$ cat config.mk
export PLATFORM = sky130hd
export DESIGN_NAME = chpt_ctrl
export DESIGN_NICKNAME = d
export VERILOG_FILES = /design/src/chpt_pkg.sv /design/src/chpt_ctrl.sv
export SDC_FILE = /design/constraint.sdc
export NUM_CORES = 1
export LEC_CHECK = 0
export ABC_AREA = 0
export BUFFER_PORTS_ARGS = -buffer_cell sky130_fd_sc_hd__buf_2
export CORE_MARGIN = 2
export CORE_UTILIZATION = 50
export CTS_CLUSTER_SIZE = 30
export DETAILED_ROUTE_END_ITERATION = 8
export GPL_TIMING_DRIVEN = 0
export HOLD_SLACK_MARGIN = 0.15
export PLACE_DENSITY_LB_ADDON = 0.3
export SYNTH_ARGS = -nofsm -noshare
export SYNTH_HDL_FRONTEND = slang
export SYNTH_SLANG_ARGS = --single-unit
$ cat constraint.sdc
create_clock -name clk -period 2.7 [get_ports clk]
set_clock_uncertainty 0.1 [all_clocks]
set_input_delay 0.27 -clock clk [delete_from_list [all_inputs] [get_ports clk]]
set_output_delay 0.27 -clock clk [all_outputs]
set_load 0.005 [all_outputs]
$ cat src/chpt_pkg.sv
`timescale 1ns / 1ps
// ----------------------------------------------------------------------------
// chpt_pkg
// Shared widths, hash multipliers, result codes and the command and status
// words that pass between the controller and the datapath.
// ----------------------------------------------------------------------------
package chpt_pkg;

    localparam int KEY_W          = 32;
    localparam int SLOT_OUT_W     = 11;
    localparam int STATUS_W       = 2;

    localparam int DEF_TABLE_SIZE = 1024;
    localparam int DEF_KICK_LIMIT = 16;

    localparam logic [KEY_W-1:0] MUL_ONE   = 32'd2654435761;
    localparam logic [KEY_W-1:0] MUL_TWO   = 32'd3344921057;
    localparam logic [KEY_W-1:0] EMPTY_KEY = '0;

    localparam logic MODE_INSERT = 1'b0;
    localparam logic MODE_FIND   = 1'b1;

    typedef enum logic [STATUS_W-1:0] {
        ST_INSERTED = 2'd0,
        ST_PRESENT  = 2'd1,
        ST_ABSENT   = 2'd2,
        ST_FAILED   = 2'd3
    } status_t;

    typedef enum logic [1:0] {
        RD_SEL_A    = 2'd0,
        RD_SEL_B    = 2'd1,
        RD_SEL_SIDE = 2'd2
    } rd_sel_t;

    typedef enum logic [1:0] {
        WR_SEL_CLR = 2'd0,
        WR_SEL_A   = 2'd1,
        WR_SEL_B   = 2'd2,
        WR_SEL_CUR = 2'd3
    } wr_sel_t;

    typedef enum logic [1:0] {
        RS_NONE = 2'd0,
        RS_A    = 2'd1,
        RS_B    = 2'd2
    } res_slot_t;

    typedef struct packed {
        logic      accept;
        logic      kick;
        logic      rd_en;
        rd_sel_t   rd_sel;
        logic      cap_resid;
        logic      cur_from_a;
        logic      wr_en;
        wr_sel_t   wr_sel;
        logic      res_load;
        status_t   res_status;
        res_slot_t res_slot;
        logic      out_load;
    } chpt_cmd_t;

    typedef struct packed {
        logic hash_done;
        logic key_zero;
        logic mode_find;
        logic rd_zero;
        logic rd_hit;
        logic resid_zero;
        logic evict_last;
        logic clear_last;
        logic out_free;
    } chpt_sts_t;

endpackage

$ cat src/chpt_ctrl.sv
`timescale 1ns / 1ps
// ----------------------------------------------------------------------------
// chpt_ctrl
// Sequencer for clearing, lookup, insertion and the eviction chain.
// ----------------------------------------------------------------------------
module chpt_ctrl import chpt_pkg::*; (
    input  logic      clk,
    input  logic      rst_n,
    input  logic      req_valid,
    output logic      req_ready,
    input  chpt_sts_t sts,
    output chpt_cmd_t cmd
);

    typedef enum logic [10:0] {
        S_CLEAR      = 11'b000_0000_0001,
        S_IDLE       = 11'b000_0000_0010,
        S_HASH_WAIT  = 11'b000_0000_0100,
        S_RD_A       = 11'b000_0000_1000,
        S_CHK_A      = 11'b000_0001_0000,
        S_CHK_B      = 11'b000_0010_0000,
        S_KICK       = 11'b000_0100_0000,
        S_KHASH_WAIT = 11'b000_1000_0000,
        S_K_RD       = 11'b001_0000_0000,
        S_K_CHK      = 11'b010_0000_0000,
        S_RESULT     = 11'b100_0000_0000
    } state_t;

    state_t state_reg;
    state_t state_next;

    always_comb
    begin
        cmd        = '0;
        state_next = state_reg;
        unique case (state_reg)
            S_CLEAR:
            begin
                cmd.wr_en  = 1'b1;
                cmd.wr_sel = WR_SEL_CLR;
                if (sts.clear_last)
                begin
                    state_next = S_IDLE;
                end
            end
            S_IDLE:
            begin
                if (req_valid)
                begin
                    cmd.accept = 1'b1;
                    state_next = S_HASH_WAIT;
                end
            end
            S_HASH_WAIT:
            begin
                if (sts.hash_done)
                begin
                    if (sts.key_zero)
                    begin
                        cmd.res_load   = 1'b1;
                        cmd.res_status = sts.mode_find ? ST_ABSENT : ST_FAILED;
                        cmd.res_slot   = RS_NONE;
                        state_next     = S_RESULT;
                    end
                    else
                    begin
                        state_next = S_RD_A;
                    end
                end
            end
            S_RD_A:
            begin
                cmd.rd_en  = 1'b1;
                cmd.rd_sel = RD_SEL_A;
                state_next = S_CHK_A;
            end
            S_CHK_A:
            begin
                cmd.rd_en  = 1'b1;
                cmd.rd_sel = RD_SEL_B;
                if (sts.rd_hit)
                begin
                    cmd.res_load   = 1'b1;
                    cmd.res_status = ST_PRESENT;
                    cmd.res_slot   = RS_A;
                    state_next     = S_RESULT;
                end
                else
                begin
                    cmd.cap_resid = 1'b1;
                    state_next    = S_CHK_B;
                end
            end
            S_CHK_B:
            begin
                cmd.res_load = 1'b1;
                cmd.res_slot = RS_NONE;
                state_next   = S_RESULT;
                priority if (sts.rd_hit)
                begin
                    cmd.res_status = ST_PRESENT;
                    cmd.res_slot   = RS_B;
                end
                else if (sts.mode_find)
                begin
                    cmd.res_status = ST_ABSENT;
                end
                else if (sts.resid_zero)
                begin
                    cmd.wr_en      = 1'b1;
                    cmd.wr_sel     = WR_SEL_A;
                    cmd.res_status = ST_INSERTED;
                end
                else if (sts.rd_zero)
                begin
                    cmd.wr_en      = 1'b1;
                    cmd.wr_sel     = WR_SEL_B;
                    cmd.res_status = ST_INSERTED;
                end
                else
                begin
                    cmd.res_load   = 1'b0;
                    cmd.cur_from_a = 1'b1;
                    state_next     = S_KICK;
                end
            end
            S_KICK:
            begin
                cmd.kick   = 1'b1;
                cmd.wr_en  = 1'b1;
                cmd.wr_sel = WR_SEL_CUR;
                state_next = S_KHASH_WAIT;
            end
            S_KHASH_WAIT:
            begin
                if (sts.hash_done)
                begin
                    state_next = S_K_RD;
                end
            end
            S_K_RD:
            begin
                cmd.rd_en  = 1'b1;
                cmd.rd_sel = RD_SEL_SIDE;
                state_next = S_K_CHK;
            end
            S_K_CHK:
            begin
                priority if (sts.rd_zero)
                begin
                    cmd.wr_en      = 1'b1;
                    cmd.wr_sel     = WR_SEL_CUR;
                    cmd.res_load   = 1'b1;
                    cmd.res_status = ST_INSERTED;
                    cmd.res_slot   = RS_NONE;
                    state_next     = S_RESULT;
                end
                else if (sts.evict_last)
                begin
                    cmd.res_load   = 1'b1;
                    cmd.res_status = ST_FAILED;
                    cmd.res_slot   = RS_NONE;
                    state_next     = S_RESULT;
                end
                else
                begin
                    cmd.cap_resid = 1'b1;
                    state_next    = S_KICK;
                end
            end
            S_RESULT:
            begin
                if (sts.out_free)
                begin
                    cmd.out_load = 1'b1;
                    state_next   = S_IDLE;
                end
            end
            default:
            begin
                state_next = S_IDLE;
            end
        endcase
    end

    always_ff @(posedge clk or negedge rst_n)
    begin
        if (!rst_n)
        begin
            state_reg <= S_CLEAR;
        end
        else
        begin
            state_reg <= state_next;
        end
    end

    assign req_ready = (state_reg == S_IDLE);

`ifndef SYNTHESIS
    a_done_waited: assert property (@(posedge clk) disable iff (!rst_n)
        sts.hash_done |-> (state_reg == S_HASH_WAIT || state_reg == S_KHASH_WAIT))
        else $error("hash result arrived outside a wait state");
`endif

endmodule

# Word level (Yosys, flattened, before mapping)
# Index checks and enable logic that the tools add are counted.
# totals
out_inout_bits	17
ff_bits	11
input_bits	12
# op_classes
reduce_logical	1
n_eq_ne	16
n_mux	45
# ops
cell	count
2-to-1 mux 11 bit	13
case mux 11 bit (11 select lines)	1
2-to-1 mux 5 bit	7
case mux 5 bit (4 select lines)	1
2-to-1 mux 1 bit	14
case mux 3 bit (4 select lines)	1
equality test 11 x 1 -> 1 bit, second input constant	1
equality test 11 x 10 -> 1 bit, second input constant	1
equality test 11 bit, second input constant	1
equality test 11 x 2 -> 1 bit, second input constant	1
equality test 11 x 3 -> 1 bit, second input constant	1
equality test 11 x 4 -> 1 bit, second input constant	1
equality test 11 x 5 -> 1 bit, second input constant	1
equality test 11 x 6 -> 1 bit, second input constant	1
equality test 11 x 7 -> 1 bit, second input constant	1
equality test 11 x 8 -> 1 bit, second input constant	1
equality test 11 x 9 -> 1 bit, second input constant	1
!= test 2 bit, second input constant	5
2-to-1 mux 3 bit	3
case mux 3 bit (3 select lines)	1
2-to-1 mux 2 bit	3
AND reduction 5 bit	1
case mux 1 bit (2 select lines)	1

# Logic depth before layout (Yosys ltp)
# logic_depth
ltp_word	5
mapped_depth	6

# Worst setup path before layout
# No wires, ideal clock.
# synth_timing
kind	reg2out
start	register state_reg[2]
end	output cmd[8] in the netlist's numbering
required_ns	2.330
path_stages_with_launch	7
slack_ns	0.490
t_arrival_ns	1.840
cell_sequence	dfrtp_1 buf_6 or4_1 buf_2 nor4_4 a31oi_1 o21ai_1
# synth_rtl
element	line	source
start, declared	chpt_ctrl.sv:29	state_t state_reg;
start signal, assigned	chpt_ctrl.sv:194	state_reg <= state_next;
end, declared	chpt_ctrl.sv:12	output chpt_cmd_t cmd

==> results.cfg <==
[place]
post-place-ws_ns = 0.232
io_buffers = 26
gp_congestion = 0.832
dp_hpwl_um = 1820
place_inst = 166

[yosys]
synth-async-reset-ratio_pct = 100
synth_edf_count = 0
synthCells = 115
syn_nets = 127
synth_flop_cell = dfrtp_1
synth_top_area_cell = dfrtp_1
synthTopCellsByCount = dfrtp_1 (10), nor3_1 (10), nor2_1 (8)
syn_area_um2 = 951
avgSynthCellArea_um2 = 8.27
ys_types = 42
yosys_warnings = 0
post-synth-top-area-fraction_pct = 26.3
ys_seq_elements = 11
seq_area_frac_synth_pct = 29.1
synth_area_leaders = dfrtp_1 (26%), nor3_1 (5.3%), nor4_4 (4.5%)

[setup_path]
worstSetupPathType = register to output port
worstPathRequired_ns = 2.33
r2r_end = state_reg[8]
cpMaxStageDelayCell = nor4_2
reg2reg_depth = 7
critPathLaunchType = register
crit_path_cell_trace = buf_6 > buf_4 > nor4_2 > nand4_1 > inv_1 > o21ai_1 > o211ai_1 > buf_2
rr_startpoint = state_reg[2]
cp_top_family = simple AND/OR/NAND/NOR gates
crit_start = state_reg[2]
critical_path.max_stage_delay_ns = 0.51
worstPathMaxFanout = 6
cp.buffers_inverters = 4
crit_arrival_ns = 2.31
r2r_slack_ns = 0.22
end_kind = output port

[cells_and_area]
largest_register_ff_count = 11
drive_gt1_share_pct = 38.0
final_nets = 171
stdcell_count = 183
area_delta_synth_final_pct = 33.8
antenna_cells = 0
nFillCells = 154

[worst_hold_path]
min_to = state_reg[6]
worstHoldStart = sts[2]
min_path_type = input pin to register
holdPathStages = 3

[clock_tree]
numClockSinks = 11
cts_root_buffer = clkbuf_4
cts_tree = yes
htree_levels = 1
clockBufferDepth = 2
numCtsBuffers = 3
worstSkewPairLatency_ns = 0.28
cts.clk_slew.worst_paths_ns = 0.08

[global_routing]
use_met1_pct = 35.9
grt_pass1_wl_um = 4080
grtUsageMet2_pct = 41.1
gr-usage-met3_pct = 3.77
grt_overflow = 0
grt_pass1_vias = 898
top_usage_layer = met2
grt_max_degree = 12
antenna_found_initial = 0
grt_use_total_pct = 25.7

[timing]
setup_ws_ns = 0.0199
slew_headroom_pct = 56.1
report.final.slew_viol_count = 0
timing.hold.ws_ns = 0.183
finalSetupTns_ns = 0
rsz0062_at_grt = yes
setup_viol = 0
hold_viol_final = 0
fmaxAchievable_ghz = 0.373
fin_crit_ns = 2.68
tightest_slew_ns = 0.655
min_period_over_period_pct = 99.3

[routing]
via_per_inst = 6.00
firstDrtPassIters = 4
drc = 0
vias = 1098
wl_per_cell_um = 15.2
initialDrtViolationCount = 31
drt-total-wl_um = 2780
ant_nets = 0

[pwr]
power.density_nw_per_um2 = 614
p_leak_nw = 0.620
vdd_drop_max_v = 0.000425
total_power_uw = 782

[die]
die_area_um2 = 2270
io_pins = 29
rows = 15
chipWidth_um = 47.6
initial_utilization_pct = 53.9
die_y_um = 47.6
fp.coreArea_um2 = 1760

[job]
drv_cap = 0

[status]
status = completed
[stage by stage]
stage / cell area (µm²) / util (%)
global route: 1270 / 72.1
global placement: 1110 / 63.0
detailed placement: 1110 / 63.0
CTS: 1190 / 67.7
floorplan: 951 / -
finish: 1270 / 72.1
[area by class of cell]
cell class / instances / area, µm² / area share (%)
clock buffer: 4 / 26.3 / 2.06
timing repair buffer: 39 / 238 / 18.7
inverter: 7 / 26.3 / 2.06
tap: 25 / 31.3 / 2.46
multi-input combinational: 90 / 629 / 49.5
sequential: 11 / 277 / 21.7
buffer: 7 / 45.0 / 3.54
[layout by cell type (no fill, tap or decap), types with 2 or more instances in the layout]
cell and n:
a21oi_1 4, a31oi_1 2, and2_1 3, and4_1 2, buf_2 29, buf_4 9
buf_6 2, clkbuf_1 2, clkbuf_4 3, dfrtp_1 10, dlygate4sd3_1 4, inv_1 7
nand2_1 4, nand2b_1 3, nand3_1 6, nand4_1 5, nor2_1 8, nor3_1 8
nor3_2 2, nor3b_1 2, nor4_1 4, nor4_4 2, o21ai_0 2, o21ai_1 2
o21bai_1 3, o32ai_1 2, or2_2 3, or3_1 2, or3b_2 4
[tightest hold or removal path: stages]
cell and delay [ns]:
buf_2 0.11, nand2b_1 0.10, a21oi_1 0.05
[power by group]
group	leakage [nW]	switching (mW)	internal, mW
sequential	0.146	0.0342	0.185
combinational	0.458	0.220	0.223
clock	0.0150	0.0617	0.0575
total	0.620	0.316	0.466
[logic make-up after synthesis]
logic type / after synthesis / share of synthesized area (%)
and+or+nand+nor: 67 / 45.3
AOI/OAI and AO/OA: 21 / 17.0
buffers and inverters: 14 / 6.84
DFF: 11 / 29.1
xor gates and xnor gates: 2 / 1.84
[layer usage]
layer | vias up | part of all wire, %
met2 | 56 | 47
met1 | 510 | 43
met4 | 0 | 1.0
met5 | - | 0
met3 | 5 | 8.7
li1 | 527 | -
[worst max path at each step]
| stage | to | cells after the start |
|---|---|---|
| floorplan | cmd[8] | 6 |
| global placement | cmd[8] | 7 |
| detailed placement | cmd[8] | 7 |
| CTS | cmd[8] | 7 |
| global route | cmd[3] | 8 |
| finish | cmd[3] | 8 |
[timing repair]
item / CTS / global route
pin swaps: 1 / 5
gates resized for setup: 0 / 8
hold buffers: 4 / 0
endpoints found under the setup margin: 5 / 9
endpoints found under the hold margin: 14 / 0
buffers inserted: 2 / 7
Note: power is estimated with default switching activity, not from simulation.
